## src/hdl/psch_pkg.sv

```systemverilog
// ----------------------------------------------------------------------------
// Priority scheduler package
// Shared sizes, the record type that moves from front to back, and states.
// ----------------------------------------------------------------------------
package psch_pkg;

  // Task capacity of one batch
  localparam int MaxTasks = 16;
  localparam int IdxW     = (MaxTasks > 1) ? $clog2(MaxTasks) : 1;
  localparam int CntW     = $clog2(MaxTasks + 1);

  // Field widths
  localparam int ArrW  = 16;
  localparam int BurW  = 16;
  localparam int PriW  = 10;
  localparam int TimeW = 22;
  localparam int OutIdxW = 6;

  // Scheduling clock saturates here
  localparam logic [TimeW-1:0] ClockMax = {TimeW{1'b1}};

  // Record queue depth between front and back
  localparam int QDepth = 4;
  localparam int QPtrW  = $clog2(QDepth);
  localparam int QCntW  = $clog2(QDepth + 1);

  // One classified record
  typedef struct packed {
    logic [ArrW-1:0] arrival;
    logic [BurW-1:0] burst;
    logic [PriW-1:0] prio;
    logic            last;
    logic            drop;
  } psch_rec_t;

  // Back-end sequencer states
  typedef enum logic [3:0] {
    StLoad = 4'b0001,
    StScan = 4'b0010,
    StRun  = 4'b0100,
    StEmit = 4'b1000
  } psch_state_e;

endpackage

```

## src/hdl/psch_front.sv

```systemverilog
// ----------------------------------------------------------------------------
// Priority scheduler front end
// Accepts task records and marks those beyond the batch capacity for drop.
// ----------------------------------------------------------------------------
module psch_front import psch_pkg::*; (
  input  logic            clk_i,
  input  logic            rst_ni,
  input  logic            in_valid_i,
  output logic            in_ready_o,
  input  logic [ArrW-1:0] arrival_time_i,
  input  logic [BurW-1:0] burst_time_i,
  input  logic [PriW-1:0] priority_level_i,
  input  logic            last_task_i,
  output logic            push_valid_o,
  input  logic            push_ready_i,
  output psch_rec_t       push_rec_o
);

  logic [CntW-1:0] cnt_q, cnt_d;
  logic            drop;
  logic            beat;

  // Classify: a record past capacity is passed on marked as dropped
  assign drop = (cnt_q >= CntW'(MaxTasks));
  assign beat = in_valid_i && push_ready_i;

  assign in_ready_o   = push_ready_i;
  assign push_valid_o = in_valid_i;
  assign push_rec_o   = '{arrival: arrival_time_i, burst: burst_time_i,
                          prio: priority_level_i, last: last_task_i, drop: drop};

  // Count records of the current batch, restart after the last one
  always_comb begin
    cnt_d = cnt_q;
    if (beat) begin
      if (last_task_i) begin
        cnt_d = '0;
      end else if (!drop) begin
        cnt_d = cnt_q + CntW'(1);
      end
    end
  end

  always_ff @(posedge clk_i or negedge rst_ni) begin
    if (!rst_ni) begin
      cnt_q <= '0;
    end else begin
      cnt_q <= cnt_d;
    end
  end

endmodule

```

## src/hdl/psch_queue.sv

```systemverilog
// ----------------------------------------------------------------------------
// Priority scheduler record queue
// Short FIFO that lets the front keep taking records while the back schedules.
// ----------------------------------------------------------------------------
module psch_queue import psch_pkg::*; (
  input  logic      clk_i,
  input  logic      rst_ni,
  input  logic      push_valid_i,
  output logic      push_ready_o,
  input  psch_rec_t push_rec_i,
  output logic      pop_valid_o,
  input  logic      pop_ready_i,
  output psch_rec_t pop_rec_o
);

  psch_rec_t        mem_q [QDepth];
  logic [QPtrW-1:0] wr_q, rd_q;
  logic [QCntW-1:0] cnt_q;
  logic             do_push, do_pop;

  assign push_ready_o = (cnt_q != QCntW'(QDepth));
  assign pop_valid_o  = (cnt_q != '0);
  assign pop_rec_o    = mem_q[rd_q];
  assign do_push      = push_valid_i && push_ready_o;
  assign do_pop       = pop_valid_o && pop_ready_i;

  // Store the pushed beat
  always_ff @(posedge clk_i) begin
    if (do_push) begin
      mem_q[wr_q] <= push_rec_i;
    end
  end

  // Advance pointers and fill count
  always_ff @(posedge clk_i or negedge rst_ni) begin
    if (!rst_ni) begin
      wr_q  <= '0;
      rd_q  <= '0;
      cnt_q <= '0;
    end else begin
      if (do_push) begin
        wr_q <= wr_q + QPtrW'(1);
      end
      if (do_pop) begin
        rd_q <= rd_q + QPtrW'(1);
      end
      if (do_push && !do_pop) begin
        cnt_q <= cnt_q + QCntW'(1);
      end else if (do_pop && !do_push) begin
        cnt_q <= cnt_q - QCntW'(1);
      end
    end
  end

endmodule

```

## src/hdl/psch_back.sv

```systemverilog
// ----------------------------------------------------------------------------
// Priority scheduler back end
// Stores a batch, runs the non-preemptive schedule and emits the results.
// ----------------------------------------------------------------------------
module psch_back import psch_pkg::*; (
  input  logic               clk_i,
  input  logic               rst_ni,
  input  logic               pop_valid_i,
  output logic               pop_ready_o,
  input  psch_rec_t          pop_rec_i,
  output logic               out_valid_o,
  input  logic               out_ready_i,
  output logic [OutIdxW-1:0] task_index_o,
  output logic [TimeW-1:0]   turnaround_o,
  output logic [TimeW-1:0]   waiting_o,
  output logic               dropped_flag_o,
  output logic               last_result_o
);

  // Task stores
  logic [ArrW-1:0]  arr_q [MaxTasks];
  logic [BurW-1:0]  bur_q [MaxTasks];
  logic [PriW-1:0]  pri_q [MaxTasks];
  logic [TimeW-1:0] tat_q [MaxTasks];
  logic [MaxTasks-1:0] done_q, done_d;

  // Sequencer state
  psch_state_e      state_q, state_d;
  logic [CntW-1:0]  cnt_q, cnt_d;
  logic [CntW-1:0]  fin_q, fin_d;
  logic [IdxW-1:0]  k_q, k_d;
  logic [IdxW-1:0]  sel_q, sel_d;
  logic [PriW-1:0]  best_q, best_d;
  logic [ArrW-1:0]  early_q, early_d;
  logic [TimeW-1:0] clk_q, clk_d;
  logic             found_q, found_d;
  logic             any_q, any_d;
  logic             ovf_q, ovf_d;

  // Output register
  logic               ov_q;
  logic [OutIdxW-1:0] oidx_q;
  logic [TimeW-1:0]   otat_q, owt_q;
  logic               odrop_q, olast_q;
  logic               out_load;

  // Single read port into the stores
  logic [IdxW-1:0]  rd_addr;
  logic [ArrW-1:0]  rd_arr;
  logic [BurW-1:0]  rd_bur;
  logic [PriW-1:0]  rd_pri;
  logic [TimeW-1:0] rd_tat;
  logic             rd_done;

  logic             pop;
  logic             store_en;
  logic             last_k;
  logic             ready_k, take_k, eupd_k;
  logic [ArrW-1:0]  early_f;
  logic [TimeW:0]   run_sum;
  logic [TimeW-1:0] run_clk, run_tat;
  logic [TimeW-1:0] emit_wt;
  logic [CntW-1:0]  fin_inc;

  assign rd_addr = (state_q == StRun) ? sel_q : k_q;
  assign rd_arr  = arr_q[rd_addr];
  assign rd_bur  = bur_q[rd_addr];
  assign rd_pri  = pri_q[rd_addr];
  assign rd_tat  = tat_q[rd_addr];
  assign rd_done = done_q[rd_addr];

  assign pop_ready_o = (state_q == StLoad);
  assign pop         = pop_valid_i && pop_ready_o;
  assign store_en    = pop && !pop_rec_i.drop && (cnt_q < CntW'(MaxTasks));

  // Scan step: ready and unfinished tests on the current task
  assign last_k  = ((CntW'(k_q) + CntW'(1)) == cnt_q);
  assign ready_k = !rd_done && (TimeW'(rd_arr) <= clk_q);
  assign take_k  = ready_k && (!found_q || (rd_pri < best_q));
  assign eupd_k  = !rd_done && (!any_q || (rd_arr < early_q));
  assign early_f = eupd_k ? rd_arr : early_q;

  // Run step: saturating clock advance and turnaround
  assign run_sum = {1'b0, clk_q} + (TimeW+1)'(rd_bur);
  assign run_clk = (run_sum > {1'b0, ClockMax}) ? ClockMax : run_sum[TimeW-1:0];
  assign run_tat = run_clk - TimeW'(rd_arr);
  assign fin_inc = fin_q + CntW'(1);

  // Emit step: waiting clamped at zero
  assign emit_wt  = (rd_tat >= TimeW'(rd_bur)) ? (rd_tat - TimeW'(rd_bur)) : '0;
  assign out_load = (state_q == StEmit) && (!ov_q || out_ready_i);

  // Sequencer
  always_comb begin
    state_d = state_q;
    cnt_d   = cnt_q;
    fin_d   = fin_q;
    k_d     = k_q;
    sel_d   = sel_q;
    best_d  = best_q;
    early_d = early_q;
    clk_d   = clk_q;
    found_d = found_q;
    any_d   = any_q;
    ovf_d   = ovf_q;
    done_d  = done_q;
    case (state_q)
      StLoad: begin
        if (pop) begin
          if (store_en) begin
            cnt_d = cnt_q + CntW'(1);
          end
          if (pop_rec_i.drop) begin
            ovf_d = 1'b1;
          end
          if (pop_rec_i.last) begin
            state_d = StScan;
            clk_d   = '0;
            fin_d   = '0;
            k_d     = '0;
            found_d = 1'b0;
            any_d   = 1'b0;
          end
        end
      end
      StScan: begin
        if (last_k) begin
          k_d     = '0;
          found_d = 1'b0;
          any_d   = 1'b0;
          if (found_q || take_k) begin
            // pick made, run it to completion
            sel_d   = take_k ? k_q : sel_q;
            state_d = StRun;
          end else if (TimeW'(early_f) > clk_q) begin
            // idle processor: jump to earliest arrival and rescan
            clk_d = TimeW'(early_f);
          end
        end else begin
          k_d = k_q + IdxW'(1);
          if (take_k) begin
            found_d = 1'b1;
            best_d  = rd_pri;
            sel_d   = k_q;
          end
          if (eupd_k) begin
            any_d   = 1'b1;
            early_d = rd_arr;
          end
        end
      end
      StRun: begin
        clk_d         = run_clk;
        done_d[sel_q] = 1'b1;
        fin_d         = fin_inc;
        k_d           = '0;
        found_d       = 1'b0;
        any_d         = 1'b0;
        state_d       = (fin_inc == cnt_q) ? StEmit : StScan;
      end
      StEmit: begin
        if (out_load) begin
          if (last_k) begin
            state_d = StLoad;
            cnt_d   = '0;
            ovf_d   = 1'b0;
            done_d  = '0;
            clk_d   = '0;
            k_d     = '0;
          end else begin
            k_d = k_q + IdxW'(1);
          end
        end
      end
      default: begin
        state_d = StLoad;
      end
    endcase
  end

  // Write the task stores
  always_ff @(posedge clk_i) begin
    if (store_en) begin
      arr_q[cnt_q[IdxW-1:0]] <= pop_rec_i.arrival;
      bur_q[cnt_q[IdxW-1:0]] <= pop_rec_i.burst;
      pri_q[cnt_q[IdxW-1:0]] <= pop_rec_i.prio;
    end
    if (state_q == StRun) begin
      tat_q[sel_q] <= run_tat;
    end
  end

  // Hold the result beat until taken
  always_ff @(posedge clk_i) begin
    if (out_load) begin
      oidx_q  <= OutIdxW'(k_q);
      otat_q  <= rd_tat;
      owt_q   <= emit_wt;
      odrop_q <= ovf_q;
      olast_q <= last_k;
    end
  end

  always_ff @(posedge clk_i or negedge rst_ni) begin
    if (!rst_ni) begin
      state_q <= StLoad;
      cnt_q   <= '0;
      fin_q   <= '0;
      k_q     <= '0;
      sel_q   <= '0;
      best_q  <= '0;
      early_q <= '0;
      clk_q   <= '0;
      found_q <= 1'b0;
      any_q   <= 1'b0;
      ovf_q   <= 1'b0;
      done_q  <= '0;
      ov_q    <= 1'b0;
    end else begin
      state_q <= state_d;
      cnt_q   <= cnt_d;
      fin_q   <= fin_d;
      k_q     <= k_d;
      sel_q   <= sel_d;
      best_q  <= best_d;
      early_q <= early_d;
      clk_q   <= clk_d;
      found_q <= found_d;
      any_q   <= any_d;
      ovf_q   <= ovf_d;
      done_q  <= done_d;
      if (out_load) begin
        ov_q <= 1'b1;
      end else if (out_ready_i) begin
        ov_q <= 1'b0;
      end
    end
  end

  assign out_valid_o    = ov_q;
  assign task_index_o   = oidx_q;
  assign turnaround_o   = otat_q;
  assign waiting_o      = owt_q;
  assign dropped_flag_o = odrop_q;
  assign last_result_o  = olast_q;

  // Batch count never passes capacity
  a_cnt_cap: assert property (@(posedge clk_i) disable iff (!rst_ni)
    cnt_q <= CntW'(MaxTasks))
    else $error("task count above capacity");

  // A new batch loads with all done marks clear
  a_load_clean: assert property (@(posedge clk_i) disable iff (!rst_ni)
    state_q == StLoad |-> done_q == '0)
    else $error("done marks left over from previous batch");

  // The task picked to run is still unfinished
  a_run_unfinished: assert property (@(posedge clk_i) disable iff (!rst_ni)
    state_q == StRun |-> !done_q[sel_q])
    else $error("finished task selected again");

  // Runs complete at most one task each and never more than stored
  a_fin_cap: assert property (@(posedge clk_i) disable iff (!rst_ni)
    state_q == StRun |=> fin_q <= cnt_q)
    else $error("more tasks finished than stored");

endmodule

```

## src/hdl/nonpreemptive_priority_scheduler.sv

```systemverilog
// ----------------------------------------------------------------------------
// Non-preemptive priority scheduler
// Loads a batch of task records and returns turnaround and waiting per task.
// ----------------------------------------------------------------------------
// Records stream in one beat per cycle, unless the queue is full, through a
// four-entry queue; the record with last_task set closes the batch (up to 16
// stored, extras dropped and flagged). The back end then schedules the batch:
// each pick scans the N stored tasks one per cycle through a single store read
// port, then runs the pick in a run step, and an idle gap costs one extra scan;
// the results then follow in load order. Records of the next batch are taken
// while the queue has room.
module nonpreemptive_priority_scheduler import psch_pkg::*; (
  input  logic               clk_i,
  input  logic               rst_ni,
  input  logic               in_valid_i,
  output logic               in_ready_o,
  input  logic [ArrW-1:0]    arrival_time_i,
  input  logic [BurW-1:0]    burst_time_i,
  input  logic [PriW-1:0]    priority_level_i,
  input  logic               last_task_i,
  output logic               out_valid_o,
  input  logic               out_ready_i,
  output logic [OutIdxW-1:0] task_index_o,
  output logic [TimeW-1:0]   turnaround_o,
  output logic [TimeW-1:0]   waiting_o,
  output logic               dropped_flag_o,
  output logic               last_result_o
);

  logic      push_valid, push_ready;
  psch_rec_t push_rec;
  logic      pop_valid, pop_ready;
  psch_rec_t pop_rec;

  psch_front u_front (
    .clk_i            (clk_i),
    .rst_ni           (rst_ni),
    .in_valid_i       (in_valid_i),
    .in_ready_o       (in_ready_o),
    .arrival_time_i   (arrival_time_i),
    .burst_time_i     (burst_time_i),
    .priority_level_i (priority_level_i),
    .last_task_i      (last_task_i),
    .push_valid_o     (push_valid),
    .push_ready_i     (push_ready),
    .push_rec_o       (push_rec)
  );

  psch_queue u_queue (
    .clk_i        (clk_i),
    .rst_ni       (rst_ni),
    .push_valid_i (push_valid),
    .push_ready_o (push_ready),
    .push_rec_i   (push_rec),
    .pop_valid_o  (pop_valid),
    .pop_ready_i  (pop_ready),
    .pop_rec_o    (pop_rec)
  );

  psch_back u_back (
    .clk_i          (clk_i),
    .rst_ni         (rst_ni),
    .pop_valid_i    (pop_valid),
    .pop_ready_o    (pop_ready),
    .pop_rec_i      (pop_rec),
    .out_valid_o    (out_valid_o),
    .out_ready_i    (out_ready_i),
    .task_index_o   (task_index_o),
    .turnaround_o   (turnaround_o),
    .waiting_o      (waiting_o),
    .dropped_flag_o (dropped_flag_o),
    .last_result_o  (last_result_o)
  );

endmodule

```

## config.mk

```make
export PLATFORM = sky130hd
export DESIGN_NAME = nonpreemptive_priority_scheduler
export DESIGN_NICKNAME = d
export VERILOG_FILES = /design/src/hdl/psch_pkg.sv /design/src/hdl/psch_front.sv /design/src/hdl/psch_queue.sv /design/src/hdl/psch_back.sv /design/src/hdl/nonpreemptive_priority_scheduler.sv
export SDC_FILE = /design/constraint.sdc
export NUM_CORES = 2
export LEC_CHECK = 0
export ABC_AREA = 1
export BUFFER_PORTS_ARGS = -buffer_cell sky130_fd_sc_hd__buf_2
export CAP_MARGIN = 20
export CORE_AREA = 2 2 305 307
export CTS_CLUSTER_DIAMETER = 100
export DETAILED_ROUTE_END_ITERATION = 10
export DIE_AREA = 0 0 307 309
export GPL_TIMING_DRIVEN = 0
export HOLD_SLACK_MARGIN = 0.15
export PLACE_DENSITY = 0.8
export SLEW_MARGIN = 20
export SYNTH_ARGS = -nofsm -noshare
export SYNTH_HDL_FRONTEND = slang
export SYNTH_SLANG_ARGS = --single-unit
```

## constraint.sdc

```tcl
create_clock -name clk_i -period 9.07 [get_ports clk_i]
set_input_delay 0.907 -clock clk_i [delete_from_list [all_inputs] [get_ports clk_i]]
set_output_delay 0.907 -clock clk_i [all_outputs]
set_load 0.03 [all_outputs]
```

==> metrics.txt <==
# TYPE chip_impl_metric gauge
chip_impl_metric{name="layout-drive-gt1-share",unit="%"} 13.4
chip_impl_metric{name="start_util",unit="%"} 62.8
chip_impl_metric{name="cts_num_sinks",unit=""} 1352
chip_impl_metric{name="die_outline_width",unit="um"} 307
chip_impl_metric{name="cap_violations",unit=""} 0
chip_impl_info{name="synth.largest_area_cell",value="sky130_fd_sc_hd__edfxtp_1"} 1
chip_impl_info{name="critPathLaunchType",value="flop"} 1
chip_impl_metric{name="first_pass_iters",unit=""} 7
chip_impl_metric{name="detailed_place_hpwl",unit="um"} 116000
chip_impl_metric{name="final.min_clock_period",unit="ns"} 8.73
chip_impl_info{name="timing.critical_path.slowest_stage_cell",value="sky130_fd_sc_hd__buf_1"} 1
chip_impl_metric{name="routabilityCongestion",unit=""} 0.969
chip_impl_metric{name="fin_skew",unit="ns"} 0.0304
chip_impl_info{name="crit_path_capture_type",value="flop"} 1
chip_impl_metric{name="die_height",unit="um"} 309
chip_impl_metric{name="post_synth.cell_area_avg",unit="um^2"} 12.1
chip_impl_info{name="synth.cells.most_frequent",value="sky130_fd_sc_hd__edfxtp_1 (1,250), sky130_fd_sc_hd__nand2_1 (726), sky130_fd_sc_hd__nor2_1 (519), sky130_fd_sc_hd__nand3_1 (496), sky130_fd_sc_hd__o21ai_0 (431)"} 1
chip_impl_info{name="netlist_top_cells_area",value="sky130_fd_sc_hd__edfxtp_1 (65%), sky130_fd_sc_hd__nand2_1 (4.7%), sky130_fd_sc_hd__dfrtp_1 (4.4%)"} 1
chip_impl_metric{name="slowest_delay",unit="ns"} 0.91
chip_impl_metric{name="setup_viol",unit=""} 0
chip_impl_info{name="worstHoldStart",value="burst_time_i[12]"} 1
chip_impl_metric{name="core_rows",unit=""} 111
chip_impl_metric{name="fin_util",unit="%"} 72.1
chip_impl_metric{name="tightestPinTransition",unit="ns"} 1.21
chip_impl_metric{name="grt_first_pass_wirelength",unit="um"} 250000
chip_impl_metric{name="power.static_leakage",unit="nW"} 23.9
chip_impl_metric{name="route.detailed.wl_per_inst",unit="um"} 27.1
chip_impl_metric{name="syn_inst",unit=""} 4752
chip_impl_metric{name="cts_buffers",unit=""} 133
chip_impl_info{name="run_status",value="completed"} 1
chip_impl_metric{name="dieArea",unit="um^2"} 94900
chip_impl_metric{name="clock_input_transition_at_the_sequential_cells_of_the_worst_setup_and_hold_paths",unit="ns"} 0.06
chip_impl_metric{name="via_count_of_the_first_global_routing_pass",unit=""} 40607
chip_impl_metric{name="report.final.slew_viol_count",unit=""} 0
chip_impl_metric{name="worst-path-max-fanout",unit=""} 15
chip_impl_metric{name="num_vias",unit=""} 41969
chip_impl_metric{name="pin_count_of_the_biggest_net_entering_global_routing",unit=""} 62
chip_impl_metric{name="dr.first_iter.drc_count",unit=""} 7025
chip_impl_info{name="timing.critical_path.mode_cell",value="sky130_fd_sc_hd__nand2_1"} 1
chip_impl_metric{name="ys_warn_count",unit=""} 0
chip_impl_metric{name="portBuffers",unit=""} 98
chip_impl_metric{name="maxSlewHeadroom",unit="%"} 19.5
chip_impl_metric{name="hold_depth",unit=""} 1
chip_impl_metric{name="routed_wirelength",unit="um"} 173000
chip_impl_metric{name="finalNetCount",unit=""} 5254
chip_impl_info{name="r2r-end",value="u_back.tat_q[14][20]"} 1
chip_impl_metric{name="drcViolationCount",unit=""} 0
chip_impl_info{name="synth_most_common_cell",value="sky130_fd_sc_hd__edfxtp_1"} 1
chip_impl_info{name="crit_family",value="buffers and inverters"} 1
chip_impl_metric{name="cts-htree-levels",unit=""} 4
chip_impl_metric{name="groute.usage.overall",unit="%"} 36.1
chip_impl_metric{name="synth.yosys.seq_area_share",unit="%"} 69.8
chip_impl_metric{name="maxClockFrequency",unit="MHz"} 114
chip_impl_info{name="hold-path-endpoint",value="u_queue.mem_q[2][24]"} 1
chip_impl_metric{name="yosys_register_bits",unit=""} 1352
chip_impl_metric{name="area_growth_syn_to_layout",unit="%"} 14.7
chip_impl_metric{name="rr_worst_depth",unit=""} 39
chip_impl_metric{name="crit_required",unit="ns"} 9.57
chip_impl_metric{name="post_drt_via_cell_ratio",unit=""} 6.58
chip_impl_metric{name="r2r_slack",unit="ns"} 0.34
chip_impl_metric{name="post-layout-total-power",unit="W"} 0.0228
chip_impl_metric{name="fin_worst_hold_slack",unit="ns"} 0.354
chip_impl_metric{name="ioPinCount",unit=""} 101
chip_impl_metric{name="route.antenna.remaining_nets",unit=""} 0
chip_impl_metric{name="maximum_buffer_depth_of_the_clock_tree",unit=""} 3
chip_impl_metric{name="final-hold-violation-count",unit=""} 0
chip_impl_metric{name="critical_path.n_buffers_inverters",unit=""} 11
chip_impl_metric{name="numPlacedInstances",unit=""} 6133
chip_impl_info{name="worst_setup_path_type",value="flop to flop"} 1
chip_impl_info{name="cts_tree",value="built"} 1
chip_impl_metric{name="layout_worst_path_cycle_share",unit="%"} 96.3
chip_impl_metric{name="timing.critical_path.arrival",unit="ns"} 9.23
chip_impl_metric{name="yosysTopAreaCellShare",unit="%"} 65.4
chip_impl_metric{name="max_vdd_drop",unit="V"} 0.000332
chip_impl_info{name="synthFlopType",value="sky130_fd_sc_hd__edfxtp_1"} 1
chip_impl_info{name="holdCritPathClass",value="primary input to flop"} 1
chip_impl_metric{name="clock_latency",unit="ns"} 0.77
chip_impl_metric{name="final-instance-count-excl-fill",unit=""} 6378
chip_impl_info{name="r2r-start",value="u_back.state_q[1]"} 1
chip_impl_metric{name="powerDensity",unit="nW/um^2"} 346
chip_impl_metric{name="mappedNetlistArea",unit="um^2"} 57400
chip_impl_metric{name="floorplan.core_area",unit="um^2"} 91400
chip_impl_metric{name="synthArstFlopShare",unit="%"} 7.54
chip_impl_metric{name="finalSetupTns",unit="ns"} 0
chip_impl_metric{name="antenna_found_initial",unit=""} 7
chip_impl_info{name="root_buffer_master",value="sky130_fd_sc_hd__clkbuf_16"} 1
chip_impl_metric{name="synth_cell_types",unit=""} 55
chip_impl_metric{name="grt.overflow.total",unit=""} 0
chip_impl_metric{name="count_of_flip_flops_with_a_built_in_enable_after_synthesis",unit=""} 1250
what timing repair did:
item,in CTS,in global routing
hold buffers,1,0
pin swaps,0,1
hold endpoints to repair,41,0
setup buffers,0,5
resized for setup,14,79
setup endpoints to repair,160,160
metrics by stage:
step	worst slack, ns	instance area, um^2
floorplan	2.17	57400
global placement	-0.686	59400
detailed placement	-0.947	61300
CTS	0.0727	65500
finish	0.336	65900
global route	-0.0675	65900
registers in the layout, summed over array words and instances (netlist names), 22 cells and up:
signal	flops
u_back.pri_q	160
u_back.arr_q	256
u_back.bur_q	256
u_back.clk_q	22
u_back.tat_q	352
u_back.turnaround_o	22
u_back.waiting_o	22
u_queue.mem_q	176
placed cells by master, fill, tap and decap left out, types with 46 or more instances in the layout:
master	instances
sky130_fd_sc_hd__edfxtp_1	1250
sky130_fd_sc_hd__clkbuf_1	114
sky130_fd_sc_hd__inv_1	225
sky130_fd_sc_hd__a21oi_1	106
sky130_fd_sc_hd__ha_1	120
sky130_fd_sc_hd__nand2_1	722
sky130_fd_sc_hd__clkbuf_16	134
sky130_fd_sc_hd__o211ai_1	46
sky130_fd_sc_hd__buf_4	50
sky130_fd_sc_hd__o21ai_0	428
sky130_fd_sc_hd__o22ai_1	52
sky130_fd_sc_hd__nand3_1	496
sky130_fd_sc_hd__buf_2	205
sky130_fd_sc_hd__dfrtp_1	101
sky130_fd_sc_hd__nor2_1	489
sky130_fd_sc_hd__o221ai_1	121
sky130_fd_sc_hd__o21ai_1	47
final cells by class:
| cell class | count | area [um^2] |
|---|---|---|
| Sequential cell | 1352 | 40100 |
| Fill cell | 5780 | 25500 |
| Multi-Input combinational cell | 2896 | 15800 |
| Clock buffer | 169 | 3530 |
| Timing Repair Buffer | 202 | 2060 |
| Tap cell | 1186 | 1480 |
| Buffer | 261 | 1370 |
| Inverter | 237 | 890 |
| Clock inverter | 72 | 614 |
| Antenna cell | 3 | 7.51 |
worst max path at each step:
stage,slack (ns),depth (start not counted),startpoint,endpoint
2_1_floorplan,2.17,44,u_back.state_q[0],u_back.tat_q[0][19]
3_3_place_gp,-0.69,40,u_back.state_q[1],u_back.tat_q[15][19]
3_5_place_dp,-0.95,40,u_back.state_q[1],u_back.tat_q[13][19]
4_1_cts,0.07,37,u_back.state_q[1],u_back.tat_q[15][19]
5_1_grt,-0.07,43,u_back.state_q[1],u_back.tat_q[14][20]
6_report,0.34,39,u_back.state_q[1],u_back.tat_q[14][20]
power by group:
group          total (W)  switching [W]  internal [W]
Sequential       0.00925       0.000128       0.00912
Combinational    0.00819        0.00610       0.00210
Clock            0.00533        0.00240       0.00293
Total             0.0228        0.00862        0.0142
metal layers:
layer / up-vias / GRT usage, % / wire length [um]
met2: 3496 / 57.0 / 79400
li1: 17885 / - / -
met1: 19864 / 45.8 / 58200
met3: 720 / 9.24 / 24300
met5: - / 0 / 27
met4: 4 / 21.1 / 10900
logic make-up after synthesis:
group	synth area share (%)
fa+ha+maj	2.75
mux	0.0196
xor+xnor	0.930
other cells	0.00653
buf+inv	3.85
compound gates	9.27
simple gates	13.4
flops	69.8
Power figures use the tool's default switching activity.
